==> config.mk <==
export PLATFORM = sky130hd
export DESIGN_NAME = i2c_master_byte_engine_top_flat
export DESIGN_NICKNAME = d
export VERILOG_FILES = /design/src/rtl/i2cm_pkg.sv /design/src/rtl/i2cm_in_if.sv /design/src/rtl/i2cm_out_if.sv /design/src/rtl/i2c_master_byte_engine_top.sv /design/src/flat_wrapper.sv
export SDC_FILE = /design/constraint.sdc
export NUM_CORES = 1
export LEC_CHECK = 0
export ABC_AREA = 1
export BUFFER_PORTS_ARGS = -buffer_cell sky130_fd_sc_hd__buf_2
export CAP_MARGIN = 20
export CORE_ASPECT_RATIO = 1.2
export CORE_MARGIN = 2
export CORE_UTILIZATION = 45
export DETAILED_ROUTE_END_ITERATION = 7
export GPL_TIMING_DRIVEN = 0
export SETUP_SLACK_MARGIN = 0.4
export SLEW_MARGIN = 10
export SYNTH_ARGS = -nofsm -noshare
export SYNTH_HDL_FRONTEND = slang
export SYNTH_SLANG_ARGS = --single-unit
export TNS_END_PERCENT = 5
==> constraint.sdc <==
create_clock -name clk -period 8.9 [get_ports clk]
set_input_delay 1.78 -clock clk [delete_from_list [all_inputs] [get_ports clk]]
set_output_delay 1.78 -clock clk [all_outputs]
set_load 0.1 [all_outputs]
==> src/rtl/i2cm_pkg.sv <==
package i2cm_pkg;

    localparam int ACTION_W            = 3;
    localparam int BYTE_W              = 8;
    localparam int BIT_COUNT_W         = 4;
    localparam int HALF_PERIOD_W       = 16;
    localparam int CFG_INDEX_W         = 1;
    localparam int CFG_DATA_W          = 16;
    localparam int DELAY_WIDTH_DEFAULT = 16;
    localparam int CHAIN_STEPS         = 6;

    localparam logic [HALF_PERIOD_W-1:0] HALF_PERIOD_RESET  = 16'd600;
    localparam logic                     SDA_INVERTED_RESET = 1'b1;

    localparam logic [CFG_INDEX_W-1:0] CFG_HALF_PERIOD  = 1'd0;
    localparam logic [CFG_INDEX_W-1:0] CFG_SDA_INVERTED = 1'd1;

    localparam logic [ACTION_W-1:0] ACT_NONE      = 3'd0;
    localparam logic [ACTION_W-1:0] ACT_START     = 3'd1;
    localparam logic [ACTION_W-1:0] ACT_STOP      = 3'd2;
    localparam logic [ACTION_W-1:0] ACT_WRITE     = 3'd3;
    localparam logic [ACTION_W-1:0] ACT_READ_ACK  = 3'd4;
    localparam logic [ACTION_W-1:0] ACT_READ_NACK = 3'd5;

    localparam logic [BIT_COUNT_W-1:0] BITS_PER_BYTE = 4'd8;

    typedef enum logic [4:0] {
        PH_IDLE = 5'd0,
        PH_ST0  = 5'd1,
        PH_ST1  = 5'd2,
        PH_ST2  = 5'd3,
        PH_ST3  = 5'd4,
        PH_ST4  = 5'd5,
        PH_SP0  = 5'd6,
        PH_SP1  = 5'd7,
        PH_SP2  = 5'd8,
        PH_WR0  = 5'd9,
        PH_WR1  = 5'd10,
        PH_WR2  = 5'd11,
        PH_WR3  = 5'd12,
        PH_WR4  = 5'd13,
        PH_WR5  = 5'd14,
        PH_WR6  = 5'd15,
        PH_RD0  = 5'd16,
        PH_RD1  = 5'd17,
        PH_RD2  = 5'd18,
        PH_RD3  = 5'd19,
        PH_RD4  = 5'd20,
        PH_RD5  = 5'd21,
        PH_RD6  = 5'd22,
        PH_RD7  = 5'd23
    } phase_t;

    typedef enum logic [1:0] {
        WAIT_NONE,
        WAIT_FULL,
        WAIT_HALF
    } wait_sel_t;

    typedef struct packed {
        phase_t                 phase;
        logic [BIT_COUNT_W-1:0] bit_count;
        logic [BYTE_W-1:0]      shift_byte;
        logic                   scl;
        logic                   sda;
        logic                   sda_oe;
        logic                   ack_flag;
        logic [BYTE_W-1:0]      rx;
        logic                   read_nack;
    } state_t;

    typedef struct packed {
        state_t    st;
        wait_sel_t wait_sel;
        logic      done;
    } step_t;

    localparam state_t STATE_RESET = '{
        phase:      PH_IDLE,
        bit_count:  '0,
        shift_byte: '0,
        scl:        1'b1,
        sda:        1'b1,
        sda_oe:     1'b1,
        ack_flag:   1'b0,
        rx:         '0,
        read_nack:  1'b0
    };

    // one phase of the bus sequence
    function automatic step_t exec_phase(state_t s, logic sample);
        step_t                  r;
        logic [BIT_COUNT_W-1:0] bc_inc;
        logic [BYTE_W-1:0]      rx_shift;
        r          = '{st: s, wait_sel: WAIT_NONE, done: 1'b0};
        bc_inc     = s.bit_count + 1'b1;
        rx_shift   = {s.shift_byte[BYTE_W-2:0], sample};
        unique case (s.phase)
            PH_ST0:
            begin
                r.st.sda_oe   = 1'b1;
                r.st.sda      = 1'b1;
                r.st.scl      = 1'b1;
                r.st.phase    = PH_ST1;
                r.wait_sel    = WAIT_FULL;
            end
            PH_ST1:
            begin
                r.st.sda      = 1'b0;
                r.st.phase    = PH_ST2;
                r.wait_sel    = WAIT_FULL;
            end
            PH_ST2:
            begin
                r.st.phase    = PH_ST3;
                r.wait_sel    = WAIT_FULL;
            end
            PH_ST3:
            begin
                r.st.scl      = 1'b0;
                r.st.phase    = PH_ST4;
                r.wait_sel    = WAIT_FULL;
            end
            PH_SP0:
            begin
                r.st.sda_oe   = 1'b1;
                r.st.sda      = 1'b0;
                r.st.scl      = 1'b0;
                r.st.phase    = PH_SP1;
                r.wait_sel    = WAIT_FULL;
            end
            PH_SP1:
            begin
                r.st.scl      = 1'b1;
                r.st.phase    = PH_SP2;
                r.wait_sel    = WAIT_FULL;
            end
            PH_SP2:
            begin
                r.st.sda      = 1'b1;
                r.st.phase    = PH_IDLE;
                r.done        = 1'b1;
            end
            PH_WR0:
            begin
                r.st.scl       = 1'b0;
                r.st.bit_count = '0;
                r.st.phase     = PH_WR1;
            end
            PH_WR1:
            begin
                r.st.sda        = s.shift_byte[BYTE_W-1];
                r.st.shift_byte = {s.shift_byte[BYTE_W-2:0], 1'b0};
                r.st.phase      = PH_WR2;
                r.wait_sel      = WAIT_FULL;
            end
            PH_WR2:
            begin
                r.st.scl      = 1'b1;
                r.st.phase    = PH_WR3;
                r.wait_sel    = WAIT_HALF;
            end
            PH_WR3:
            begin
                r.st.scl       = 1'b0;
                r.st.bit_count = bc_inc;
                if (bc_inc < BITS_PER_BYTE)
                begin
                    r.st.phase = PH_WR1;
                end
                else
                begin
                    r.st.sda   = 1'b1;
                    r.st.phase = PH_WR4;
                    r.wait_sel = WAIT_FULL;
                end
            end
            PH_WR4:
            begin
                r.st.sda_oe   = 1'b0;
                r.st.scl      = 1'b1;
                r.st.phase    = PH_WR5;
                r.wait_sel    = WAIT_FULL;
            end
            PH_WR5:
            begin
                r.st.scl      = 1'b0;
                r.st.ack_flag = sample;
                if (sample)
                begin
                    r.st.phase = PH_IDLE;
                    r.done     = 1'b1;
                end
                else
                begin
                    r.st.phase = PH_WR6;
                    r.wait_sel = WAIT_FULL;
                end
            end
            PH_WR6:
            begin
                r.st.sda      = 1'b1;
                r.st.sda_oe   = 1'b1;
                r.st.phase    = PH_IDLE;
                r.done        = 1'b1;
            end
            PH_RD0:
            begin
                r.st.sda_oe     = 1'b0;
                r.st.sda        = 1'b1;
                r.st.shift_byte = '0;
                r.st.bit_count  = '0;
                r.st.phase      = PH_RD1;
            end
            PH_RD1:
            begin
                r.st.scl      = 1'b0;
                r.st.phase    = PH_RD2;
                r.wait_sel    = WAIT_FULL;
            end
            PH_RD2:
            begin
                r.st.scl      = 1'b1;
                r.st.phase    = PH_RD3;
                r.wait_sel    = WAIT_HALF;
            end
            PH_RD3:
            begin
                r.st.shift_byte = rx_shift;
                r.st.bit_count  = bc_inc;
                if (bc_inc < BITS_PER_BYTE)
                begin
                    r.st.phase = PH_RD1;
                end
                else
                begin
                    r.st.rx    = rx_shift;
                    r.st.phase = PH_RD4;
                    r.wait_sel = WAIT_FULL;
                end
            end
            PH_RD4:
            begin
                r.st.scl      = 1'b0;
                r.st.sda_oe   = 1'b1;
                r.st.sda      = s.read_nack;
                r.st.phase    = PH_RD5;
                r.wait_sel    = WAIT_FULL;
            end
            PH_RD5:
            begin
                r.st.scl      = 1'b1;
                r.st.phase    = PH_RD6;
                r.wait_sel    = WAIT_FULL;
            end
            PH_RD6:
            begin
                r.st.scl      = 1'b0;
                if (s.read_nack)
                begin
                    r.st.phase = PH_IDLE;
                    r.done     = 1'b1;
                end
                else
                begin
                    r.st.phase = PH_RD7;
                    r.wait_sel = WAIT_FULL;
                end
            end
            default:
            begin
                r.st.phase    = PH_IDLE;
                r.done        = 1'b1;
            end
        endcase
        return r;
    endfunction

    // whole command in one tick when both waits are zero
    function automatic state_t exec_command(state_t s, logic sample);
        state_t r;
        r = s;
        unique case (s.phase)
            PH_ST0:
            begin
                r.sda_oe = 1'b1;
                r.sda    = 1'b0;
                r.scl    = 1'b0;
            end
            PH_SP0:
            begin
                r.sda_oe = 1'b1;
                r.sda    = 1'b1;
                r.scl    = 1'b1;
            end
            PH_WR0:
            begin
                r.scl        = 1'b0;
                r.sda        = 1'b1;
                r.sda_oe     = !sample;
                r.ack_flag   = sample;
                r.bit_count  = BITS_PER_BYTE;
                r.shift_byte = '0;
            end
            PH_RD0:
            begin
                r.scl        = 1'b0;
                r.sda_oe     = 1'b1;
                r.sda        = s.read_nack;
                r.rx         = {BYTE_W{sample}};
                r.shift_byte = {BYTE_W{sample}};
                r.bit_count  = BITS_PER_BYTE;
            end
            default:
            begin
                r = s;
            end
        endcase
        r.phase = PH_IDLE;
        return r;
    endfunction

endpackage

==> src/rtl/i2cm_in_if.sv <==
interface i2cm_in_if;
    logic                          valid;
    logic                          ready;
    logic [i2cm_pkg::ACTION_W-1:0] action;
    logic [i2cm_pkg::BYTE_W-1:0]   tx_byte;
    logic                          sda_sample;

    modport source (output valid, action, tx_byte, sda_sample, input ready);
    modport sink   (input valid, action, tx_byte, sda_sample, output ready);
endinterface

==> src/rtl/i2cm_out_if.sv <==
interface i2cm_out_if;
    logic                        valid;
    logic                        ready;
    logic                        scl_level;
    logic                        sda_level;
    logic                        sda_drive_enable;
    logic                        busy_res;
    logic                        done_res;
    logic [i2cm_pkg::BYTE_W-1:0] rx_byte;
    logic                        ack_missing;

    modport source (output valid, scl_level, sda_level, sda_drive_enable, busy_res,
                    done_res, rx_byte, ack_missing, input ready);
    modport sink   (input valid, scl_level, sda_level, sda_drive_enable, busy_res,
                    done_res, rx_byte, ack_missing, output ready);
endinterface

==> src/rtl/i2c_master_byte_engine_top.sv <==
// Path: an input transfer is held in the input register, passes once through the
//   bus-sequencer logic and lands in the result register before its result transfer.
// Throughput: one tick per cycle unless out_ch stalls; each tick resolves up to six
//   chained zero-wait phases, or a whole command at once when both waits are zero.
// Reset: asynchronous, active low; idle, SCL and SDA driven high, half_period 600,
//   sda_inverted 1, no transfers pending; the output registers are not reset.
module i2c_master_byte_engine_top #(
    parameter int DELAY_WIDTH = i2cm_pkg::DELAY_WIDTH_DEFAULT
) (
    input  logic                             clk,
    input  logic                             rst_n,
    input  logic                             cfg_we,
    input  logic [i2cm_pkg::CFG_INDEX_W-1:0] cfg_index,
    input  logic [i2cm_pkg::CFG_DATA_W-1:0]  cfg_data,
    i2cm_in_if.sink                          in_ch,
    i2cm_out_if.source                       out_ch
);
    import i2cm_pkg::*;

    localparam int HP_EXT_W = HALF_PERIOD_W + DELAY_WIDTH;

    logic [HALF_PERIOD_W-1:0] half_period_reg;
    logic                     sda_inverted_reg;

    logic                     s1_valid_reg;
    logic                     s1_valid_next;
    logic [ACTION_W-1:0]      s1_action_reg;
    logic [BYTE_W-1:0]        s1_tx_reg;
    logic                     s1_sample_reg;

    state_t                   state_reg;
    state_t                   state_next;
    logic [DELAY_WIDTH-1:0]   timer_reg;
    logic [DELAY_WIDTH-1:0]   timer_next;
    logic                     done_next;

    logic                     out_valid_reg;
    logic                     out_valid_next;
    logic                     scl_reg;
    logic                     sda_reg;
    logic                     oe_reg;
    logic                     busy_reg;
    logic                     done_reg;
    logic [BYTE_W-1:0]        rx_reg;
    logic                     ack_reg;

    logic [HP_EXT_W-1:0]      hp_ext;
    logic [DELAY_WIDTH-1:0]   full_wait;
    logic [DELAY_WIDTH-1:0]   half_wait;
    logic                     both_zero;
    logic                     in_xfer;
    logic                     s1_fire;

    assign hp_ext    = {{DELAY_WIDTH{1'b0}}, half_period_reg};
    assign full_wait = hp_ext[DELAY_WIDTH-1:0];
    assign half_wait = hp_ext[DELAY_WIDTH:1];
    assign both_zero = (full_wait == '0) && (half_wait == '0);

    assign s1_fire     = s1_valid_reg && (!out_valid_reg || out_ch.ready);
    assign in_ch.ready = !s1_valid_reg || s1_fire;
    assign in_xfer     = in_ch.valid && in_ch.ready;

    always_comb
    begin
        s1_valid_next = s1_valid_reg;
        if (in_xfer)
        begin
            s1_valid_next = 1'b1;
        end
        else if (s1_fire)
        begin
            s1_valid_next = 1'b0;
        end
    end

    always_comb
    begin
        out_valid_next = out_valid_reg;
        if (s1_fire)
        begin
            out_valid_next = 1'b1;
        end
        else if (out_ch.ready)
        begin
            out_valid_next = 1'b0;
        end
    end

    // bus sequencer: one tick
    always_comb
    begin
        state_t                 s;
        step_t                  stp;
        logic [DELAY_WIDTH-1:0] t;
        logic                   cmd_start;
        s         = state_reg;
        stp       = '0;
        t         = timer_reg;
        done_next = 1'b0;
        cmd_start = 1'b0;
        if (s.phase == PH_IDLE)
        begin
            cmd_start = 1'b1;
            unique case (s1_action_reg)
                ACT_START:
                begin
                    s.phase = PH_ST0;
                end
                ACT_STOP:
                begin
                    s.phase = PH_SP0;
                end
                ACT_WRITE:
                begin
                    s.shift_byte = s1_tx_reg;
                    s.phase      = PH_WR0;
                end
                ACT_READ_ACK:
                begin
                    s.read_nack = 1'b0;
                    s.phase     = PH_RD0;
                end
                ACT_READ_NACK:
                begin
                    s.read_nack = 1'b1;
                    s.phase     = PH_RD0;
                end
                default:
                begin
                    cmd_start = 1'b0;
                end
            endcase
        end
        else if (t != '0)
        begin
            t = t - 1'b1;
        end

        if (cmd_start && both_zero)
        begin
            s         = exec_command(s, s1_sample_reg);
            t         = '0;
            done_next = 1'b1;
        end
        else
        begin
            for (int k = 0; k < CHAIN_STEPS; k++)
            begin
                if ((s.phase != PH_IDLE) && (t == '0))
                begin
                    stp       = exec_phase(s, s1_sample_reg);
                    s         = stp.st;
                    done_next = done_next | stp.done;
                    unique case (stp.wait_sel)
                        WAIT_FULL: t = full_wait;
                        WAIT_HALF: t = half_wait;
                        default:   t = '0;
                    endcase
                end
            end
        end
        state_next = s;
        timer_next = t;
    end

    always_ff @(posedge clk or negedge rst_n)
    begin
        if (!rst_n)
        begin
            half_period_reg  <= HALF_PERIOD_RESET;
            sda_inverted_reg <= SDA_INVERTED_RESET;
        end
        else if (cfg_we)
        begin
            unique case (cfg_index)
                CFG_HALF_PERIOD:  half_period_reg  <= cfg_data[HALF_PERIOD_W-1:0];
                CFG_SDA_INVERTED: sda_inverted_reg <= cfg_data[0];
                default:          half_period_reg  <= half_period_reg;
            endcase
        end
    end

    always_ff @(posedge clk or negedge rst_n)
    begin
        if (!rst_n)
        begin
            s1_valid_reg  <= 1'b0;
            out_valid_reg <= 1'b0;
            state_reg     <= STATE_RESET;
            timer_reg     <= '0;
        end
        else
        begin
            s1_valid_reg  <= s1_valid_next;
            out_valid_reg <= out_valid_next;
            if (s1_fire)
            begin
                state_reg <= state_next;
                timer_reg <= timer_next;
            end
        end
    end

    always_ff @(posedge clk)
    begin
        if (in_xfer)
        begin
            s1_action_reg <= in_ch.action;
            s1_tx_reg     <= in_ch.tx_byte;
            s1_sample_reg <= in_ch.sda_sample;
        end
        if (s1_fire)
        begin
            scl_reg  <= state_next.scl;
            sda_reg  <= state_next.sda ^ sda_inverted_reg;
            oe_reg   <= state_next.sda_oe;
            busy_reg <= (state_next.phase != PH_IDLE);
            done_reg <= done_next;
            rx_reg   <= state_next.rx;
            ack_reg  <= state_next.ack_flag;
        end
    end

    assign out_ch.valid            = out_valid_reg;
    assign out_ch.scl_level        = scl_reg;
    assign out_ch.sda_level        = sda_reg;
    assign out_ch.sda_drive_enable = oe_reg;
    assign out_ch.busy_res         = busy_reg;
    assign out_ch.done_res         = done_reg;
    assign out_ch.rx_byte          = rx_reg;
    assign out_ch.ack_missing      = ack_reg;

    a_idle_timer_clear: assert property (@(posedge clk) disable iff (!rst_n)
        (state_reg.phase == PH_IDLE) |-> (timer_reg == '0))
        else $error("timer running while sequencer idle");

    a_bit_count_range: assert property (@(posedge clk) disable iff (!rst_n)
        state_reg.bit_count <= BITS_PER_BYTE)
        else $error("bit count beyond one byte");

    a_done_not_busy: assert property (@(posedge clk) disable iff (!rst_n)
        (out_valid_reg && done_reg) |-> !busy_reg)
        else $error("command reported done while still busy");

endmodule
==> src/flat_wrapper.sv <==
// flat-port wrapper written by rule: the top's interface ports become plain ports
module i2c_master_byte_engine_top_flat import i2cm_pkg::*;
#(
    parameter int DELAY_WIDTH = i2cm_pkg::DELAY_WIDTH_DEFAULT
)
  (clk, rst_n, cfg_we, cfg_index, cfg_data, in_ch_valid, in_ch_action, in_ch_tx_byte, in_ch_sda_sample, in_ch_ready, out_ch_valid, out_ch_scl_level, out_ch_sda_level, out_ch_sda_drive_enable, out_ch_busy_res, out_ch_done_res, out_ch_rx_byte, out_ch_ack_missing, out_ch_ready);
  i2cm_in_if in_ch_i ();
  i2cm_out_if out_ch_i ();
  input  logic clk;
  input  logic rst_n;
  input  logic cfg_we;
  input  logic [i2cm_pkg::CFG_INDEX_W-1:0] cfg_index;
  input  logic [i2cm_pkg::CFG_DATA_W-1:0] cfg_data;
  input wire logic [$bits(in_ch_i.valid)-1:0] in_ch_valid;
  input wire logic [$bits(in_ch_i.action)-1:0] in_ch_action;
  input wire logic [$bits(in_ch_i.tx_byte)-1:0] in_ch_tx_byte;
  input wire logic [$bits(in_ch_i.sda_sample)-1:0] in_ch_sda_sample;
  output wire logic [$bits(in_ch_i.ready)-1:0] in_ch_ready;
  output wire logic [$bits(out_ch_i.valid)-1:0] out_ch_valid;
  output wire logic [$bits(out_ch_i.scl_level)-1:0] out_ch_scl_level;
  output wire logic [$bits(out_ch_i.sda_level)-1:0] out_ch_sda_level;
  output wire logic [$bits(out_ch_i.sda_drive_enable)-1:0] out_ch_sda_drive_enable;
  output wire logic [$bits(out_ch_i.busy_res)-1:0] out_ch_busy_res;
  output wire logic [$bits(out_ch_i.done_res)-1:0] out_ch_done_res;
  output wire logic [$bits(out_ch_i.rx_byte)-1:0] out_ch_rx_byte;
  output wire logic [$bits(out_ch_i.ack_missing)-1:0] out_ch_ack_missing;
  input wire logic [$bits(out_ch_i.ready)-1:0] out_ch_ready;
  assign in_ch_i.valid = in_ch_valid;
  assign in_ch_i.action = in_ch_action;
  assign in_ch_i.tx_byte = in_ch_tx_byte;
  assign in_ch_i.sda_sample = in_ch_sda_sample;
  assign in_ch_ready = in_ch_i.ready;
  assign out_ch_valid = out_ch_i.valid;
  assign out_ch_scl_level = out_ch_i.scl_level;
  assign out_ch_sda_level = out_ch_i.sda_level;
  assign out_ch_sda_drive_enable = out_ch_i.sda_drive_enable;
  assign out_ch_busy_res = out_ch_i.busy_res;
  assign out_ch_done_res = out_ch_i.done_res;
  assign out_ch_rx_byte = out_ch_i.rx_byte;
  assign out_ch_ack_missing = out_ch_i.ack_missing;
  assign out_ch_i.ready = out_ch_ready;
  i2c_master_byte_engine_top #(.DELAY_WIDTH(DELAY_WIDTH)) u_core (.clk(clk), .rst_n(rst_n), .cfg_we(cfg_we), .cfg_index(cfg_index), .cfg_data(cfg_data), .in_ch(in_ch_i), .out_ch(out_ch_i));
endmodule
* Word-level counts from Yosys, hierarchy flattened *
Cells that the tools add are included.

storage, ports and cells
  bits in registers = 91
  input port bits = 34
  output and inout bits = 16
  logic and storage cells = 485

operators by class
  add/subtract/negate cells = 7
  $lt $le $gt $ge = 6
  equal/unequal tests = 144
  multiplexer cells = 192
  bitwise logic cells = 7
  reductions and logical operators = 105

operators with widths
  kind                  number
  $pmux W5 S19          6
  $mux W30              12
  $eq A5 B4 Y1 const B  48
  $mux W16              14
  $eq A5 B5 Y1 const B  42
  $pmux W16 S2          6
  $pmux W8 S3           6
  $logic_not A16 Y1     8
  $mux W8               15
  $reduce_or A17 Y1     6
  $eq A5 B3 Y1 const B  18
  $reduce_or A11 Y1     6
  $reduce_or A2 Y1      31
  $mux W1               61
  $eq A5 B2 Y1 const B  12
  $pmux W2 S5           6
  $pmux W4 S2           6
  $reduce_or A4 Y1      12
  $reduce_or A8 Y1      6
  $mux W3               12
  $reduce_or A6 Y1      6
  $mux W5               7
  $reduce_bool A5 Y1    7
  $eq A5 B1 Y1 const B  6
  28 further kinds      102

* Logic depth before layout (Yosys ltp) *
  depth after elaboration = 53
  mapped depth = 83
  mapped depth without buffers = 80

* Least setup slack after synthesis *
OpenSTA, ideal clock, no wires.

  path kind = register to register
  from = register u_core.state_reg[25] (netlist name)
  to = register u_core.busy_reg (netlist: u_core.out_ch.busy_res), data pin
  library setup time = 0.254 ns
  arrival = 9.122 ns
  required time = 8.646 ns
  slack = -0.476 ns
  stages on the path, launching flop included = 79
  path buffers = 7
  clock period less this slack = 9.376 ns
  cells stage by stage = dfrtp_1 -> nor2_4 -> nand2_1 -> o21ai_2 -> inv_2 -> buf_2 -> nand3_1 -> nand2_1 -> nor3_1 -> nand3_1 -> nor4_1 -> inv_1 -> ha_1 -> nor2_1 -> inv_1 -> clkbuf_1 -> o22ai_1 -> nand4_1 -> (+43 left out) -> clkbuf_1 -> nor2_1 -> inv_1 -> o32ai_1 -> nand2_1 -> nand2_1 -> nor2_1 -> nand4_1 -> nor2_1 -> nand2_2 -> inv_2 -> buf_6 -> buf_6 -> nand3_1 -> nand2_1 -> nand2_1 -> nor2_1 -> nand2_1

on the way
  word-level cells in the longest chain between the ends = 44
  elaborated cells between the ends (all ways) = 258
  those cells by class = add/sub (5); order compare (5); eq/ne (124); mux (83); reduce/logical (41)

ends and longest elaborated chain
  element                                                 line                               text
  start: declaration                                      i2c_master_byte_engine_top.sv:31   state_t state_reg;
  start signal: assignment                                i2c_master_byte_engine_top.sv:198  state_reg <= state_next;
  branches (longest 42 deep; another with $add A4 B1 Y4)  n/a
  $mux W30 (*)                                            i2c_master_byte_engine_top.sv:139  if (cmd_start && both_zero)
  $reduce_bool A5 Y1 (*)                                  i2c_master_byte_engine_top.sv:217  busy_reg <= (state_next.phase != PH_IDLE);
  end signal: assignment                                  i2c_master_byte_engine_top.sv:217
  end: declaration                                        i2c_master_byte_engine_top.sv:42   logic busy_reg;

Mark *: on every way between the ends. The select of a mux whose other input is x is not followed.
A chain may end at the register's enable or synchronous reset.

* Final worst setup path *
Ends and elaborated chain as after synthesis.

==> flow_metrics.tcl <==
set metrics [dict create \
    outcome "finished with violations" \
    failed_checks "design-rule violations, negative setup slack" \
    die_y_um 195 \
    cts_tree "done" \
    max_stage_delay_ns 0.44 \
    syn_area_per_cell_um2 5.59 \
    drt_pass1_iterations 8 \
    routed_via_density 6.12 \
    synth-seq-cells 91 \
    r2r_start "u_core.state_reg[25]" \
    p_seq_share_pct 7.9 \
    ctsRootBufferMaster "clkbuf_16" \
    final_cell_mix "645 x nand2_1, 231 x nor2_1, 199 x buf_4, 194 x inv_1, 190 x nand3_1" \
    die_area_mm2 0.0317 \
    power.total_mw 8.36 \
    clockPowerShare_pct 5.0 \
    grt_pass1_vias 17900 \
    antenna_found_initial 0 \
    crit_path_start_kind "flop" \
    synth-simple-area-share_pct 50.0 \
    final_max_slew_viol_count 0 \
    grt_max_degree 49 \
    first_iter_violations 2204 \
    p_switching_mw 4.93 \
    synth_xor_area_share_pct 0.257 \
    track_usage_pct 40.1 \
    postRouteAntennaNets 0 \
    num_vias 19100 \
    crit_type "flop to flop" \
    fin_worst_skew_ns 0.0115 \
    die_w_um 163 \
    row_count 69 \
    final_util_pct 63.1 \
    min_period_ns 10.10 \
    swShare_pct 59.0 \
    dp_hpwl_mm 48.3 \
    hp-start "u_core.state_reg[12]" \
    drive_gt1_share_pct 32.1 \
    synth_compound_area_share_pct 19.5 \
    power.leakage_nw 9.04 \
    min_to "u_core.state_reg[12]" \
    synth-edff-count 26 \
    hp-class "flop to flop" \
    max_cap_violations 0 \
    powerDensity_mw_per_mm2 446 \
    gr-total-overflow 0 \
    diodes 0 \
    peakVddDrop_mv 0.318 \
    grt_pass1_wl_mm 98.7 \
    grt_setup_unrepaired "yes" \
    r2r_end "u_core.out_ch.busy_res" \
    synth_mux_area_share_pct 0.0733 \
    final_common_cell "nand2_1" \
    syn_nets 2493 \
    synth_fa_ha_area_share_pct 1.74 \
    synth_area_mm2 0.0136 \
    intPower_mw 3.43 \
    max_slew_margin_pct 30.5 \
    syn_to_final_growth_pct 37.4 \
    required_ns 9.04 \
    tightest_slew_ns 1.03 \
    worstPathArrival_ns 10.24 \
    core_area_mm2 0.0297 \
    place.port_buffers 49 \
    synth_ff_type "dfrtp_1" \
    largest_reg_flops 30 \
    holdPathStages 2 \
    cpMostUsedCell "nor2_4" \
    clockBufferDepth 2 \
    endpoint_kind "flop" \
    hold_viol_final 0 \
    critPathSlowestCell "dfrtp_2" \
    ys_async_sr_fraction_pct 71.4 \
    r2r_slack_ns -1.20 \
    place_inst 2881 \
    ys_types 63 \
    gp_congestion 1.00 \
    routed_wl_mm 66.1 \
    wl_per_cell_um 21.2 \
    cp_max_fo 10 \
    ys_seq_area_share_pct 17.7 \
    clock.fmax_ghz 0.0990 \
    yosysWarningCount 0 \
    whs_ns 0.482 \
    finalCritPeriodShare_pct 113 \
    pin_count 50 \
    drc 2 \
    fin_nets 2774 \
    synthCells 2440 \
    setup_ws_ns -1.20 \
    finalSetupViolations 58 \
    htreeDepth 3 \
    start_util_pct 46.0 \
    instances_no_fill 3116 \
    p_comb_share_pct 87.1 \
    clk_latency_ns 0.38 \
    cts-buffers-inserted 9 \
    synth_top_family_by_area "simple AND/OR/NAND/NOR gates" \
    r2r_cells 77 \
    cts.sinks 91 \
    clkTransAtPathRegs_ns 0.08 \
    fillers 2929 \
]
==> layer usage <==
metal	routed length (um)	track usage (%)	vias to the layer above
met3	5700	7.30	346
met2	31100	66.7	1136
met1	24100	46.8	8848
met4	5270	26.5	0
met5	0	0	-
li1	-	-	8743
==> critical path, delay by kind of cell, from the launching register on <==
family | cells | cell delay (ns)
AO/OA/AOI/OAI | 2 | 0.21
adder cells (fa/ha/maj) | 3 | 0.84
buffers and inverters | 22 | 2.23
flip-flops | 1 | 0.44
AND/OR/NAND/NOR | 50 | 6.05
==> power by group through the flow <==
stage / Combinational [mW] / Sequential [mW] / Clock, mW
floorplan: 3.55 / 0.710 / 0
global placement: 4.91 / 0.654 / 0
detailed placement: 4.92 / 0.657 / 0
CTS: 5.91 / 0.649 / 0.415
global route: 7.74 / 0.671 / 0.428
finish: 7.29 / 0.663 / 0.415
==> how the worst max path moves through the flow <==
stage | from | to | slack [ns]
3_3_place_gp | u_core.state_reg[25] | u_core.timer_reg[11] | -3.52
2_1_floorplan | u_core.timer_reg[0] | u_core.timer_reg[13] | 0.002
6_report | u_core.state_reg[25] | u_core.out_ch.busy_res | -1.20
4_1_cts | u_core.state_reg[28] | u_core.out_ch.busy_res | -1.20
3_5_place_dp | u_core.state_reg[25] | u_core.out_ch.busy_res | -3.47
5_1_grt | u_core.state_reg[27] | u_core.out_ch.busy_res | -1.64
==> synth_stat cells (4+ instances only) <==
library cell	instances	area, um2
nor4_1	14	87.6
o32ai_1	9	78.8
a32oi_1	7	61.3
a22o_1	5	43.8
o211ai_1	19	143
a221oi_1	4	35.0
dfstp_2	8	210
nor2_4	18	203
dfrtp_1	57	1430
nand3_2	15	150
nand2_1	764	2870
buf_1	4	15.0
inv_2	22	82.6
o211ai_2	7	87.6
nand2_2	41	257
o21bai_1	14	105
nand3b_1	4	30.0
nand4_1	57	357
o21ai_2	5	43.8
o21ai_1	30	150
buf_2	12	60.1
xor2_1	4	35.0
o21ai_0	162	811
nor2_1	295	1110
clkinv_1	17	63.8
nand3_1	242	1210
a31oi_1	8	50.1
inv_1	225	845
edfxtp_1	26	781
o22ai_1	66	413
nand2_4	8	90.1
clkbuf_1	47	176
ha_1	19	238
buf_6	10	113
buf_4	10	75.1
a2111oi_0	7	61.3
a21oi_1	73	365
nor2_2	34	213
nor3_1	33	165
==> area by class of cell <==
cell class / instances / area (um2) / area share [%]
plain buffers: 84 / 722 / 3.85
flip-flops and latches: 91 / 2430 / 13.0
well taps: 390 / 488 / 2.60
inverters: 266 / 1090 / 5.81
multi-input cells: 2000 / 11600 / 61.8
repair buffers: 269 / 2120 / 11.3
clock buffers: 9 / 225 / 1.20
clock inverters: 7 / 80.1 / 0.427
==> kinds of logic (layout without fill, tap and decap cells) <==
logic type	after synthesis	in the layout
AO/OA/AOI/OAI	440	440
XOR/XNOR	4	4
adder cells (fa/ha/maj)	19	19
buffers and inverters	350	635
flip-flops	91	91
multiplexers	1	1
AND/OR/NAND/NOR	1535	1536
==> per-stage QoR <==
stage | setup WS (ns) | setup TNS (ns) | instance area [um2]
2_1_floorplan | 0.00156 | 0 | 13800
3_3_place_gp | -3.52 | -180.81 | 14500
3_5_place_dp | -3.47 | -184.41 | 14500
4_1_cts | -1.20 | -59.15 | 16900
5_1_grt | -1.64 | -85.21 | 18700
6_report | -1.20 | -61.29 | 18700
==> timing repair <==
| action | in CTS | in global routing |
|---|---|---|
| hold endpoints to repair | 0 | 0 |
| endpoints found under the setup margin | 59 | 59 |
| hold buffers | 0 | 0 |
| gates cloned | 5 | 2 |
| resized for setup | 290 | 319 |
| pin swaps | 121 | 185 |
| setup buffers | 125 | 87 |
Note: power is estimated with default switching activity, not from simulation.
